$ cat src/design/bfba_pkg.sv
package bfba_pkg;

   localparam int LANES     = 8;
   localparam int LANE_BITS = 3;

   localparam logic [1:0] STATUS_PLACED   = 2'd0;
   localparam logic [1:0] STATUS_OVERSIZE = 2'd1;
   localparam logic [1:0] STATUS_FULL     = 2'd2;

   typedef enum logic [2:0] {
      ST_IDLE,
      ST_START,
      ST_SCAN,
      ST_DRAIN,
      ST_COMMIT
   } state_type;

   typedef struct packed {
      logic load;
      logic scan;
      logic commit;
   } cmd_type;

   typedef struct packed {
      logic oversized;
      logic no_bins;
      logic last_row;
      logic rsp_busy;
   } sts_type;

endpackage

$ cat src/design/best_fit_bin_allocator.sv
// Channel   Ports                     Content
// -------   -----------------------   --------------------------------------------------
// req       req_tvalid/tready/tdata   one item to place: size, first-of-problem flag
// rsp       rsp_tvalid/tready/tdata   one item per request: bin, bins open, status
// csr       csr_valid/ready/data      bin capacity for newly opened bins
//
// An item is accepted in idle and steps through the start, scan, drain and commit
// states; the open bins are read eight at a time, one row of the lane memories per
// cycle, and the next item is taken once the result is written. Oversized items and
// items arriving with no bin open go from start straight to commit.
// Synchronous reset clears the bin count and sets the capacity to 65535; the
// capacity table needs no clearing. A held result does not block the next
// item's scan; only the final write-back waits for the output register.
module best_fit_bin_allocator #(
   parameter int MAX_BINS   = 256,
   parameter int SIZE_WIDTH = 16
) (
   input  logic        clock,
   input  logic        reset,
   input  logic        req_tvalid,
   output logic        req_tready,
   input  logic [15:0] req_tdata,   // item_size
   input  logic        req_tuser,   // first_item
   output logic        rsp_tvalid,
   input  logic        rsp_tready,
   output logic [23:0] rsp_tdata,   // bin_index[7:0], bins_in_use[16:8], zero pad
   output logic [2:0]  rsp_tuser,   // opened_new_bin[0], status[2:1]
   input  logic        csr_valid,
   output logic        csr_ready,
   input  logic [15:0] csr_data     // bin_capacity
);
   import bfba_pkg::*;

   cmd_type cmd;
   sts_type sts;

   bfba_ctrl u_ctrl (
      .clock      (clock),
      .reset      (reset),
      .req_tvalid (req_tvalid),
      .req_tready (req_tready),
      .sts        (sts),
      .cmd        (cmd)
   );

   bfba_datapath #(
      .MAX_BINS   (MAX_BINS),
      .SIZE_WIDTH (SIZE_WIDTH)
   ) u_datapath (
      .clock      (clock),
      .reset      (reset),
      .req_tdata  (req_tdata),
      .req_tuser  (req_tuser),
      .csr_valid  (csr_valid),
      .csr_ready  (csr_ready),
      .csr_data   (csr_data),
      .rsp_tvalid (rsp_tvalid),
      .rsp_tready (rsp_tready),
      .rsp_tdata  (rsp_tdata),
      .rsp_tuser  (rsp_tuser),
      .cmd        (cmd),
      .sts        (sts)
   );

endmodule

$ cat src/design/bfba_ctrl.sv
module bfba_ctrl (
   input  logic              clock,
   input  logic              reset,
   input  logic              req_tvalid,
   output logic              req_tready,
   input  bfba_pkg::sts_type sts,
   output bfba_pkg::cmd_type cmd
);
   import bfba_pkg::*;

   state_type state_ff;
   state_type state_in;

   always_ff @(posedge clock) begin
      if (reset) begin
         state_ff <= ST_IDLE;
      end else begin
         state_ff <= state_in;
      end
   end

   always_comb begin
      state_in   = state_ff;
      cmd        = '0;
      req_tready = 1'b0;
      unique case (state_ff)
         ST_IDLE: begin
            req_tready = 1'b1;
            if (req_tvalid) begin
               cmd.load = 1'b1;
               state_in = ST_START;
            end
         end
         ST_START: begin
            if (sts.oversized || sts.no_bins) begin
               state_in = ST_COMMIT;
            end else begin
               state_in = ST_SCAN;
            end
         end
         ST_SCAN: begin
            cmd.scan = 1'b1;
            if (sts.last_row) begin
               state_in = ST_DRAIN;
            end
         end
         ST_DRAIN: begin
            state_in = ST_COMMIT;
         end
         ST_COMMIT: begin
            if (!sts.rsp_busy) begin
               cmd.commit = 1'b1;
               state_in   = ST_IDLE;
            end
         end
         default: begin
            state_in = ST_IDLE;
         end
      endcase
   end

endmodule

$ cat src/design/bfba_datapath.sv
module bfba_datapath #(
   parameter int MAX_BINS   = 256,
   parameter int SIZE_WIDTH = 16
) (
   input  logic              clock,
   input  logic              reset,
   input  logic [15:0]       req_tdata,
   input  logic              req_tuser,
   input  logic              csr_valid,
   output logic              csr_ready,
   input  logic [15:0]       csr_data,
   output logic              rsp_tvalid,
   input  logic              rsp_tready,
   output logic [23:0]       rsp_tdata,
   output logic [2:0]        rsp_tuser,
   input  bfba_pkg::cmd_type cmd,
   output bfba_pkg::sts_type sts
);
   import bfba_pkg::*;

   localparam int SW   = SIZE_WIDTH;
   localparam int ROWS = (MAX_BINS + LANES - 1) / LANES;
   localparam int RW   = (ROWS > 1) ? $clog2(ROWS) : 1;
   localparam int IW   = RW + LANE_BITS;
   localparam int CW   = $clog2(MAX_BINS + 1);
   localparam int CW1  = CW + 1;
   localparam logic [SW-1:0] CAP_RESET = SW'(32'h0000_FFFF);

   logic [SW-1:0] cap_ff;
   logic [SW-1:0] size_ff;
   logic [CW-1:0] count_ff;
   logic [CW-1:0] count_in;
   logic [RW-1:0] row_ff;
   logic [RW-1:0] cmp_row_ff;
   logic          cmp_valid_ff;
   logic [SW-1:0] rd_data_ff [LANES];

   logic          found_ff;
   logic [SW-1:0] best_cap_ff;
   logic [IW-1:0] best_idx_ff;

   logic                 rsp_tvalid_ff;
   logic [7:0]           rsp_index_ff;
   logic [8:0]           rsp_count_ff;
   logic                 rsp_opened_ff;
   logic [1:0]           rsp_status_ff;

   logic [CW1-1:0]       rows_used;
   logic [LANES-1:0]     lane_ok;
   logic                 row_found;
   logic [SW-1:0]        row_min;
   logic [LANE_BITS-1:0] row_lane;

   logic                 wr_en;
   logic [IW-1:0]        wr_idx;
   logic [SW-1:0]        wr_data;
   logic [IW-1:0]        res_idx;
   logic                 res_opened;
   logic [1:0]           res_status;

   assign csr_ready = 1'b1;

   always_ff @(posedge clock) begin
      if (reset) begin
         cap_ff <= CAP_RESET;
      end else if (csr_valid) begin
         cap_ff <= SW'(csr_data);
      end
   end

   always_ff @(posedge clock) begin
      if (cmd.load) begin
         size_ff <= SW'(req_tdata);
      end
   end

   always_ff @(posedge clock) begin
      if (reset) begin
         count_ff <= '0;
      end else begin
         count_ff <= count_in;
      end
   end

   assign rows_used = (CW1'(count_ff) + CW1'(LANES - 1)) >> LANE_BITS;

   assign sts.oversized = size_ff > cap_ff;
   assign sts.no_bins   = count_ff == '0;
   assign sts.last_row  = (CW1'(row_ff) + CW1'(1)) == rows_used;
   assign sts.rsp_busy  = rsp_tvalid_ff && !rsp_tready;

   always_ff @(posedge clock) begin
      if (reset) begin
         cmp_valid_ff <= 1'b0;
      end else begin
         cmp_valid_ff <= cmd.scan;
      end
   end

   always_ff @(posedge clock) begin
      cmp_row_ff <= row_ff;
      if (cmd.load) begin
         row_ff <= '0;
      end else if (cmd.scan) begin
         row_ff <= row_ff + RW'(1);
      end
   end

   for (genvar l = 0; l < LANES; l++) begin : g_lane
      logic [SW-1:0] rem_mem [ROWS];

      always_ff @(posedge clock) begin
         if (wr_en && wr_idx[LANE_BITS-1:0] == LANE_BITS'(l)) begin
            rem_mem[wr_idx[IW-1:LANE_BITS]] <= wr_data;
         end
         rd_data_ff[l] <= rem_mem[row_ff];
      end

      assign lane_ok[l] = cmp_valid_ff
                          && (32'({cmp_row_ff, LANE_BITS'(l)}) < 32'(count_ff))
                          && (rd_data_ff[l] >= size_ff);
   end

   // tightest fit in the row; strict compare keeps the lowest lane on a tie
   always_comb begin
      row_found = 1'b0;
      row_min   = '0;
      row_lane  = '0;
      for (int l = 0; l < LANES; l++) begin
         if (lane_ok[l] && (!row_found || rd_data_ff[l] < row_min)) begin
            row_found = 1'b1;
            row_min   = rd_data_ff[l];
            row_lane  = LANE_BITS'(l);
         end
      end
   end

   always_ff @(posedge clock) begin
      if (cmd.load) begin
         found_ff <= 1'b0;
      end else if (row_found && (!found_ff || row_min < best_cap_ff)) begin
         found_ff    <= 1'b1;
         best_cap_ff <= row_min;
         best_idx_ff <= {cmp_row_ff, row_lane};
      end
   end

   always_comb begin
      count_in   = count_ff;
      wr_en      = 1'b0;
      wr_idx     = best_idx_ff;
      wr_data    = best_cap_ff - size_ff;
      res_idx    = '0;
      res_opened = 1'b0;
      res_status = STATUS_PLACED;
      if (cmd.load && req_tuser) begin
         count_in = '0;
      end
      if (sts.oversized) begin
         res_status = STATUS_OVERSIZE;
      end else if (found_ff) begin
         wr_en   = cmd.commit;
         res_idx = best_idx_ff;
      end else if (32'(count_ff) < 32'(MAX_BINS)) begin
         wr_en      = cmd.commit;
         wr_idx     = IW'(count_ff);
         wr_data    = cap_ff - size_ff;
         res_idx    = IW'(count_ff);
         res_opened = 1'b1;
         if (cmd.commit) begin
            count_in = count_ff + CW'(1);
         end
      end else begin
         res_status = STATUS_FULL;
      end
   end

   always_ff @(posedge clock) begin
      if (reset) begin
         rsp_tvalid_ff <= 1'b0;
      end else if (cmd.commit) begin
         rsp_tvalid_ff <= 1'b1;
      end else if (rsp_tready) begin
         rsp_tvalid_ff <= 1'b0;
      end
   end

   always_ff @(posedge clock) begin
      if (cmd.commit) begin
         rsp_index_ff  <= 8'(res_idx);
         rsp_count_ff  <= 9'(count_in);
         rsp_opened_ff <= res_opened;
         rsp_status_ff <= res_status;
      end
   end

   assign rsp_tvalid = rsp_tvalid_ff;
   assign rsp_tdata  = {7'd0, rsp_count_ff, rsp_index_ff};
   assign rsp_tuser  = {rsp_status_ff, rsp_opened_ff};

endmodule

$ cat config.mk
export PLATFORM = sky130hd
export DESIGN_NAME = best_fit_bin_allocator
export DESIGN_NICKNAME = d
export VERILOG_FILES = /design/src/design/bfba_pkg.sv /design/src/design/best_fit_bin_allocator.sv /design/src/design/bfba_ctrl.sv /design/src/design/bfba_datapath.sv
export SDC_FILE = /design/constraint.sdc
export NUM_CORES = 2
export LEC_CHECK = 0
export BUFFER_PORTS_ARGS = -buffer_cell sky130_fd_sc_hd__buf_2
export CELL_PAD_IN_SITES_DETAIL_PLACEMENT = 1
export CELL_PAD_IN_SITES_GLOBAL_PLACEMENT = 1
export CORE_AREA = 2 2 621 623
export DETAILED_ROUTE_END_ITERATION = 8
export DIE_AREA = 0 0 623 625
export HOLD_SLACK_MARGIN = 0.12
export PLACE_DENSITY_LB_ADDON = 0.1
export SLEW_MARGIN = 20
export SYNTH_ARGS = -nofsm -noshare
export SYNTH_HDL_FRONTEND = slang
export SYNTH_MEMORY_MAX_BITS = 65536
export SYNTH_SLANG_ARGS = --single-unit
$ cat constraint.sdc
create_clock -name clock -period 19.4 [get_ports clock]
set_input_delay 1.94 -clock clock [delete_from_list [all_inputs] [get_ports clock]]
set_output_delay 1.94 -clock clock [all_outputs]
set_load 0.01 [all_outputs]
== Word level (Yosys, flattened, before mapping) ==
Memory sizes are Yosys's and may differ from the RTL's. A register that Yosys moved wholly into a read port is not among the register bits.
Cells that the tools add are included.

* Bits in registers: 101
* RAM bits: 4,224
* Output and inout port bits: 30
* Logic and storage cells: 223
* Memories: 9

{| class="wikitable"
|+ Memory list
! memory !! words !! width !! read ports !! clocked after Yosys merged registers in !! write ports !! RTL line !! text
|-
| u_datapath.g_lane[0].rem_mem || 32 || 16 || 1 || 1 || 1 || bfba_datapath.sv:110 || <nowiki>logic [SW-1:0] rem_mem [ROWS];</nowiki>
|-
| u_datapath.g_lane[1].rem_mem || 32 || 16 || 1 || 1 || 1 || bfba_datapath.sv:110 ||
|-
| u_datapath.g_lane[2].rem_mem || 32 || 16 || 1 || 1 || 1 || bfba_datapath.sv:110 ||
|-
| u_datapath.g_lane[3].rem_mem || 32 || 16 || 1 || 1 || 1 || bfba_datapath.sv:110 ||
|-
| u_datapath.g_lane[4].rem_mem || 32 || 16 || 1 || 1 || 1 || bfba_datapath.sv:110 ||
|-
| u_datapath.g_lane[5].rem_mem || 32 || 16 || 1 || 1 || 1 || bfba_datapath.sv:110 ||
|-
| +3 memories || - || - || - || - || - || - ||
|}

* $add $sub $neg: 6
* Magnitude comparators: 26
* Equal/unequal tests: 15
* Multiplexer cells: 86
* Bitwise operators: 1
* Reductions and logical operators: 61

{| class="wikitable"
|+ Operator list
! operator !! count
|-
| 2-to-1 mux 16 bit || 11
|-
| greater-or-equal comparator 16 bit || 8
|-
| < comparator 16 bit || 8
|-
| 2-to-1 mux 5 bit || 16
|-
| < comparator 8 x 9 -> 1 bit || 8
|-
| 2-to-1 mux 9 bit || 5
|-
| 2-to-1 mux 8 bit || 5
|-
| 2-to-1 mux 1 bit || 39
|-
| logical AND 1 bit || 34
|-
| subtractor 16 bit || 2
|-
| greater-than comparator 16 bit || 1
|-
| == test 3 bit (second input constant) || 5
|-
| case mux 3 bit (5 select lines) || 1
|-
| == test 3 x 2 -> 1 bit (second input constant) || 4
|-
| 2-to-1 mux 3 bit || 4
|-
| adder 9 x 3 -> 10 bit (second input constant) || 1
|-
| == test 10 x 7 -> 1 bit || 1
|-
| 2-to-1 mux 2 bit || 5
|-
| adder 9 x 1 -> 9 bit (second input constant) || 1
|-
| logical NOT 1 bit || 9
|-
| logical NOT 9 bit || 1
|-
| logical OR 1 bit || 9
|-
| < comparator 9 bit (second input constant) || 1
|-
| adder 5 x 1 -> 6 bit (second input constant) || 1
|-
| 10 further kinds || 15
|}

== Logic depth before layout (Yosys ltp) ==
* Word-level depth: 36
* Depth in mapped cells: 108
* Depth with buffers taken out: 94

== By module ==
Synthesis repeated with hierarchy kept, for this count alone.

* Cell total of the unflattened synthesis: 7,823
* Area, all modules: 171,492.0 µm²

{| class="wikitable"
|+ Modules (own cells, without submodules)
! module !! instances !! cells an instance !! area an instance (µm²) !! seq. area each (µm²)
|-
| bfba_datapath || 1 || 7,806 || 171,328.1 || 128,223.0
|-
| bfba_ctrl || 1 || 17 || 163.9 || 60.1
|}

== Least setup slack after synthesis ==
Ideal clock, no wire load.

* Path kind: register to register
* From: register u_datapath.count_ff[6]
* To: register u_datapath.best_cap_ff[0], enable pin
* Setup time: 0.413 ns
* Arrival time: 19.672 ns
* Data required time: 18.987 ns
* Setup slack: -0.685 ns
* Stages on the path, launching flop included: 105
* Buffers on the path: 14
* Clock period less this slack: 20.085 ns
* Cell sequence: dfxtp_1 -> clkbuf_1 -> inv_1 -> ha_1 -> a21oi_1 -> o221ai_2 -> a211oi_1 -> o31a_1 -> buf_6 -> clkbuf_1 -> nand2_1 -> ha_1 -> nand2_1 -> or3_1 -> o311a_1 -> a21boi_1 -> nor2_1 -> clkbuf_1 -> [... 69 more ...] -> and2_1 -> a31o_1 -> buf_6 -> clkbuf_1 -> nand2_1 -> o21ai_1 -> ha_1 -> a21oi_1 -> nor2b_1 -> o21ai_0 -> nand2b_1 -> a21oi_1 -> nor2b_1 -> o21ai_0 -> nand2b_1 -> a21oi_1 -> o221ai_1 -> a21oi_1

* Longest elaborated chain between the ends: 36
* Elaborated cells between the ends (all ways): 72

{| class="wikitable"
|+ RTL lines
! item !! RTL line !! text
|-
| start: declaration || bfba_datapath.sv:31 || <nowiki>logic [CW-1:0] count_ff;</nowiki>
|-
| start signal: assignment || bfba_datapath.sv:81 || <nowiki>count_ff <= count_in;</nowiki>
|-
| < comparator 8 x 9 -> 1 bit || bfba_datapath.sv:120 || <nowiki>&& (32'({cmp_row_ff, LANE_BITS'(l)}) < 32'(count_ff))</nowiki>
|-
| logical AND 1 bit || bfba_datapath.sv:120 ||
|-
| logical AND 1 bit || bfba_datapath.sv:121 || <nowiki>&& (rd_data_ff[l] >= size_ff);</nowiki>
|-
| 2-to-1 mux 16 bit or 2-to-1 mux 1 bit (tied branches) || bfba_datapath.sv:130 || <nowiki>if (lane_ok[l] && (!row_found || rd_data_ff[l] < row_min)) begin</nowiki>
|-
| < comparator 16 bit or logical NOT 1 bit (tied branches) || bfba_datapath.sv:130 ||
|-
| logical OR 1 bit || bfba_datapath.sv:130 ||
|-
| logical AND 1 bit || bfba_datapath.sv:130 ||
|-
| 2-to-1 mux 16 bit or 2-to-1 mux 1 bit (tied branches) || bfba_datapath.sv:130 ||
|-
| [... 21 more ...] || - ||
|-
| logical OR 1 bit || bfba_datapath.sv:130 ||
|-
| logical AND 1 bit || bfba_datapath.sv:130 ||
|-
| 2-to-1 mux 16 bit (*) || bfba_datapath.sv:130 ||
|-
| via u_datapath.row_min[9] || bfba_datapath.sv:51 || <nowiki>logic [SW-1:0] row_min;</nowiki>
|-
| < comparator 16 bit (*) || bfba_datapath.sv:141 || <nowiki>end else if (row_found && (!found_ff || row_min < best_cap_ff)) begin</nowiki>
|-
| logical OR 1 bit (*) || bfba_datapath.sv:141 ||
|-
| logical AND 1 bit (*) || bfba_datapath.sv:141 ||
|-
| AND reduction 2 bit (no source line) (*) || - ||
|-
| end signal: assignment || bfba_datapath.sv:143 || <nowiki>best_cap_ff <= row_min;</nowiki>
|-
| end: declaration || bfba_datapath.sv:39 || <nowiki>logic [SW-1:0] best_cap_ff;</nowiki>
|}

Mark *: on every way through the listed nets, which the timed path passes. The rest lies on a longest branch.
A chain may end at the register's enable or synchronous reset.

== Worst setup path after layout ==
* From: register u_datapath.size_ff[9]
* To: register u_datapath.best_idx_ff[7], enable pin

* Longest elaborated chain between the ends: 35
* Elaborated cells between the ends (all ways): 64

{| class="wikitable"
|+ RTL lines
! item !! RTL line !! text
|-
| start: declaration || bfba_datapath.sv:30 || <nowiki>logic [SW-1:0] size_ff;</nowiki>
|-
| start signal: assignment || bfba_datapath.sv:73 || <nowiki>size_ff <= SW'(req_tdata);</nowiki>
|-
| greater-or-equal comparator 16 bit || bfba_datapath.sv:121 ||
|-
| logical AND 1 bit || bfba_datapath.sv:121 ||
|-
| 2-to-1 mux 16 bit or 2-to-1 mux 1 bit (tied branches) || bfba_datapath.sv:130 ||
|-
| < comparator 16 bit or logical NOT 1 bit (tied branches) || bfba_datapath.sv:130 ||
|-
| logical OR 1 bit || bfba_datapath.sv:130 ||
|-
| logical AND 1 bit || bfba_datapath.sv:130 ||
|-
| 2-to-1 mux 16 bit or 2-to-1 mux 1 bit (tied branches) || bfba_datapath.sv:130 ||
|-
| < comparator 16 bit or logical NOT 1 bit (tied branches) || bfba_datapath.sv:130 ||
|-
| [... 20 more ...] || - ||
|-
| logical OR 1 bit || bfba_datapath.sv:130 ||
|-
| logical AND 1 bit || bfba_datapath.sv:130 ||
|-
| 2-to-1 mux 16 bit (*) || bfba_datapath.sv:130 ||
|-
| via u_datapath.row_min[10] || bfba_datapath.sv:51 ||
|-
| < comparator 16 bit (*) || bfba_datapath.sv:141 ||
|-
| logical OR 1 bit (*) || bfba_datapath.sv:141 ||
|-
| logical AND 1 bit (*) || bfba_datapath.sv:141 ||
|-
| AND reduction 2 bit (no source line) (*) || - ||
|-
| end signal: assignment || bfba_datapath.sv:144 || <nowiki>best_idx_ff <= {cmp_row_ff, row_lane};</nowiki>
|-
| end: declaration || bfba_datapath.sv:40 || <nowiki>logic [IW-1:0] best_idx_ff;</nowiki>
|}

Marks and branches as above.

==> qor.txt <==
RUN STATUS
------------------------------------------------------------------------------
Result of the run                                                 finished, final reports clean

SYNTHESIS
------------------------------------------------------------------------------
Top post-synthesis cells by count                                 edfxtp_1 (4156), mux4_2 (1280), nor2_1 (342)
Synth warn                                                                   0
Mean instance size in the synthesized netlist                      21.78 sq um
Most instantiated library cell after synthesis                        edfxtp_1
Cell taking the most area after synthesis                             edfxtp_1
Async S/R FF share, synth                                                   0%
Primary flip-flop cell chosen by synthesis mapping                    edfxtp_1
Dominant cells by area after synthesis                            edfxtp_1 (73%), mux4_2 (17%), ha_1 (2.1%)
Yosys reg bits                                                            4330
Post-synthesis cell area                                          171700 sq um
EDFF count, synth                                                         4156
Synth unique cells                                                          88
Top cell type's share of synthesized area                               72.68%
Synthesized instance count                                                7883
Sequential fraction of the synthesis area                               74.70%

ROUTING
------------------------------------------------------------------------------
Pre-Repair DR Iteration Count                                                5
Total wirelength of the detailed-routed design                        488.9 mm
Wire length per cell after detailed routing                           34.79 um
Total via count after detailed routing                                  83.75k
DRT iter0 DRCs                                                            7976
Count of nets left with antenna violations after detail routing              0
Number of remaining DRC errors                                               0
Via/cell ratio                                                           5.960

GLOBAL ROUTING
------------------------------------------------------------------------------
Number of global-route vias before repair                               88.98k
Total congestion overflow after global routing                               0
Initial antenna violation count                                             53
Wire length of the first global-routing pass                          692.5 mm
Pin count of the biggest net entering global routing                       178
GRT Overall Usage                                                       25.14%

CLOCKING
------------------------------------------------------------------------------
Clock sink count                                                          4330
Maximum count of clock buffers along a single path                           4
Worst-path clk slew                                                    0.06 ns
Clock insertion delay at the later pin of the skew report              1.01 ns
Clock root buffer                                                    clkbuf_16
Number of buffers added by the clock tree synthesis step                   446
Depth of the CTS H-tree                                                      5
CTS tree                                                                   yes

TIMING
------------------------------------------------------------------------------
Minimum period implied by the final worst setup slack                 18.49 ns
Count of final max-slew check failures                                       0
Slew Limit Headroom                                                     17.22%
Fmax                                                               0.05409 GHz
Tcrit/Tclk final                                                        95.30%
Final Hold Vio Count                                                         0
Worst slew pin tran                                                   1.242 ns
Setup-violating endpoint count in the final report                           0
Clock Skews                                                         0.06727 ns

FINAL LAYOUT
------------------------------------------------------------------------------
Final core utilization                                                  51.42%
Fraction of final layout cells sized beyond drive strength 1            32.85%
Net count, final                                                          8918
Layout filler cell count                                                33.35k
Layout overhead on the synthesized area                                 14.88%
Cell Count, Final, Fillers Out                                          14.05k

PLACED DESIGN
------------------------------------------------------------------------------
Inst Count DP                                                           13.18k
Input/output buffers                                                        59
HPWL after DPL                                                        300.9 mm
Last weighted congestion value of the routability-driven placer         0.9046

DIE
------------------------------------------------------------------------------
Number of placed I/O pins                                                   68
FP Rows                                                                    228
Core outline area                                                 383700 sq um
Die Footprint                                                     389400 sq um
Chip Height                                                             625 um
Horiz. Die Dim                                                          623 um
Initial Util                                                            44.75%

SETUP PATH
------------------------------------------------------------------------------
CP Class                                                            reg -> reg
Slowest cell delay on critical path                                    0.42 ns
Worst-path fanout max                                                        9
Cell type of the slowest stage on the worst timing path                  or3_4
Arrival @ worst endpoint                                              19.17 ns
Kind of end point of the critical path                                    flop
Dominant cell type by count on the critical path                        a21o_1
Crit path required time                                               20.08 ns
Critical Path Start Type                                                  flop

POWER
------------------------------------------------------------------------------
Areal power density over the cells                                102.7 nW/um^2
Cell leakage power                                                    61.25 nW
IR Drop Worst-Case VDD                                            0.00008468 V

JOB
------------------------------------------------------------------------------
Count of max-cap constraint violations                                       0

MIN PATH
------------------------------------------------------------------------------
Worst hold path class                                               reg -> reg

-- metal layers --
layer	GRT usage [%]	vias up	share of wire (%)
met3	3.697	630	5.3
met2	41.49	2369	49
met1	35.29	46240	43
li1	-	34500	-
met4	6.615	18	2.8
met5	0	-	0.024
-- cell families after synthesis --
family | count (synthesis) | share of synthesized area (%)
fa+ha+maj | 291 | 2.129
buf+inv | 535 | 1.222
compound gates | 494 | 1.885
xor+xnor | 21 | 0.1071
mux | 1483 | 18.08
other cells | 2 | 0.004373
simple gates | 727 | 1.870
flops | 4330 | 74.70
-- metrics by stage --
step	area (sq um)	setup TNS (ns)	setup slack [ns]	hold slack, ns	total power, mW
final	197300	0	0.9111	0.4126	20.27
after global routing	197200	-1.755	-0.09201	0.4274	20.87
after CTS	196600	0	0.01592	0.4124	20.46
after detailed placement	181900	-1.185	-0.06011	0.4038	11.90
after global placement	181800	0	0.1512	0.4163	11.82
after floorplan	171800	0	0.04312	0.3802	11.66
-- power breakdown --
| group | total [mW] | internal [mW] | switching [mW] |
|---|---|---|---|
| logic | 0.912 | 0.120 | 0.792 |
| clock network | 8.57 | 4.91 | 3.66 |
| registers | 10.8 | 10.8 | 0.0110 |
-- registers in the layout, indices dropped and copies added, names as in the netlist, 2 cells and up, named ones only --
signal and flops:
u_datapath.best_idx_ff 8, u_datapath.rsp_count_ff 9, u_datapath.rsp_index_ff 8, u_datapath.rsp_status_ff 2, u_datapath.cap_ff 16, u_datapath.row_ff 5, u_datapath.g_lane.rem_mem 4096, u_datapath.count_ff 9
u_ctrl.state_ff 3, u_datapath.size_ff 16, u_datapath.cmp_row_ff 5, u_datapath.best_cap_ff 16, u_datapath.rd_data_ff 128
-- what timing repair did --
action / in CTS / in global routing
resized for setup: 8 / 93
setup buffers: 0 / 11
hold buffers: 0 / 0
cloned: 0 / 3
pin swaps: 0 / 17
endpoints found under the setup margin: 24 / 26
-- cell usage in the layout, fill, tap and decap left out, types with 18 or more instances in the layout --
cell type,netlist,routed
o31ai_1,22,18
edfxtp_1,4156,4156
dfxtp_1,174,169
clkbuf_16,0,456
buf_4,14,544
nand2b_1,27,27
clkbuf_1,264,107
a21o_1,55,53
mux2_2,147,146
o21ai_1,11,27
clkinv_16,0,19
ha_1,289,288
nand3_1,35,35
mux4_2,1280,1280
nand2_1,186,178
buf_2,6,60
diode_2,0,27
a21oi_1,119,97
clkinv_2,0,77
nor2_1,342,213
nor2_2,0,116
mux2i_1,56,49
o21bai_1,19,19
clkbuf_8,0,36
nand4_1,28,28
inv_1,151,151
bufinv_16,0,34
nor3_1,22,18
clkinv_1,0,78
o21a_1,32,32
o21ai_0,122,95
-- cell type report --
class | count | area [sq um] | area share (%)
clock inverter | 227 | 2466 | 1.250
tap | 5060 | 6331 | 3.209
inverter | 151 | 566.8 | 0.2873
sequential | 4330 | 128300 | 65.04
timing repair buffer | 636 | 4961 | 2.515
clock buffer | 598 | 12270 | 6.217
antenna | 27 | 67.56 | 0.03425
multi-input combinational | 3024 | 42320 | 21.45
-- critical path, delay by kind of cell (launching register included) --
kind,cells,cell delay (ns)
adder cells (fa/ha/maj),9,2.24
buffers and inverters,16,2.12
multiplexers,3,0.77
AO/OA/AOI/OAI,51,9.50
AND/OR/NAND/NOR,20,3.21
flip-flops,1,0.37
-- final timing paths --
path                              start                   endpoint  slack [ns]  cells past startpoint
setup / recovery  u_datapath.size_ff[9]  u_datapath.best_idx_ff[7]        0.91                     99
setup reg to reg  u_datapath.size_ff[9]  u_datapath.best_idx_ff[7]        0.91                     99
hold / removal     u_datapath.row_ff[4]   u_datapath.cmp_row_ff[4]        0.41                      0
hold reg to reg    u_datapath.row_ff[4]   u_datapath.cmp_row_ff[4]        0.41                      0
No activity file was read; power rests on OpenSTA's default activity.
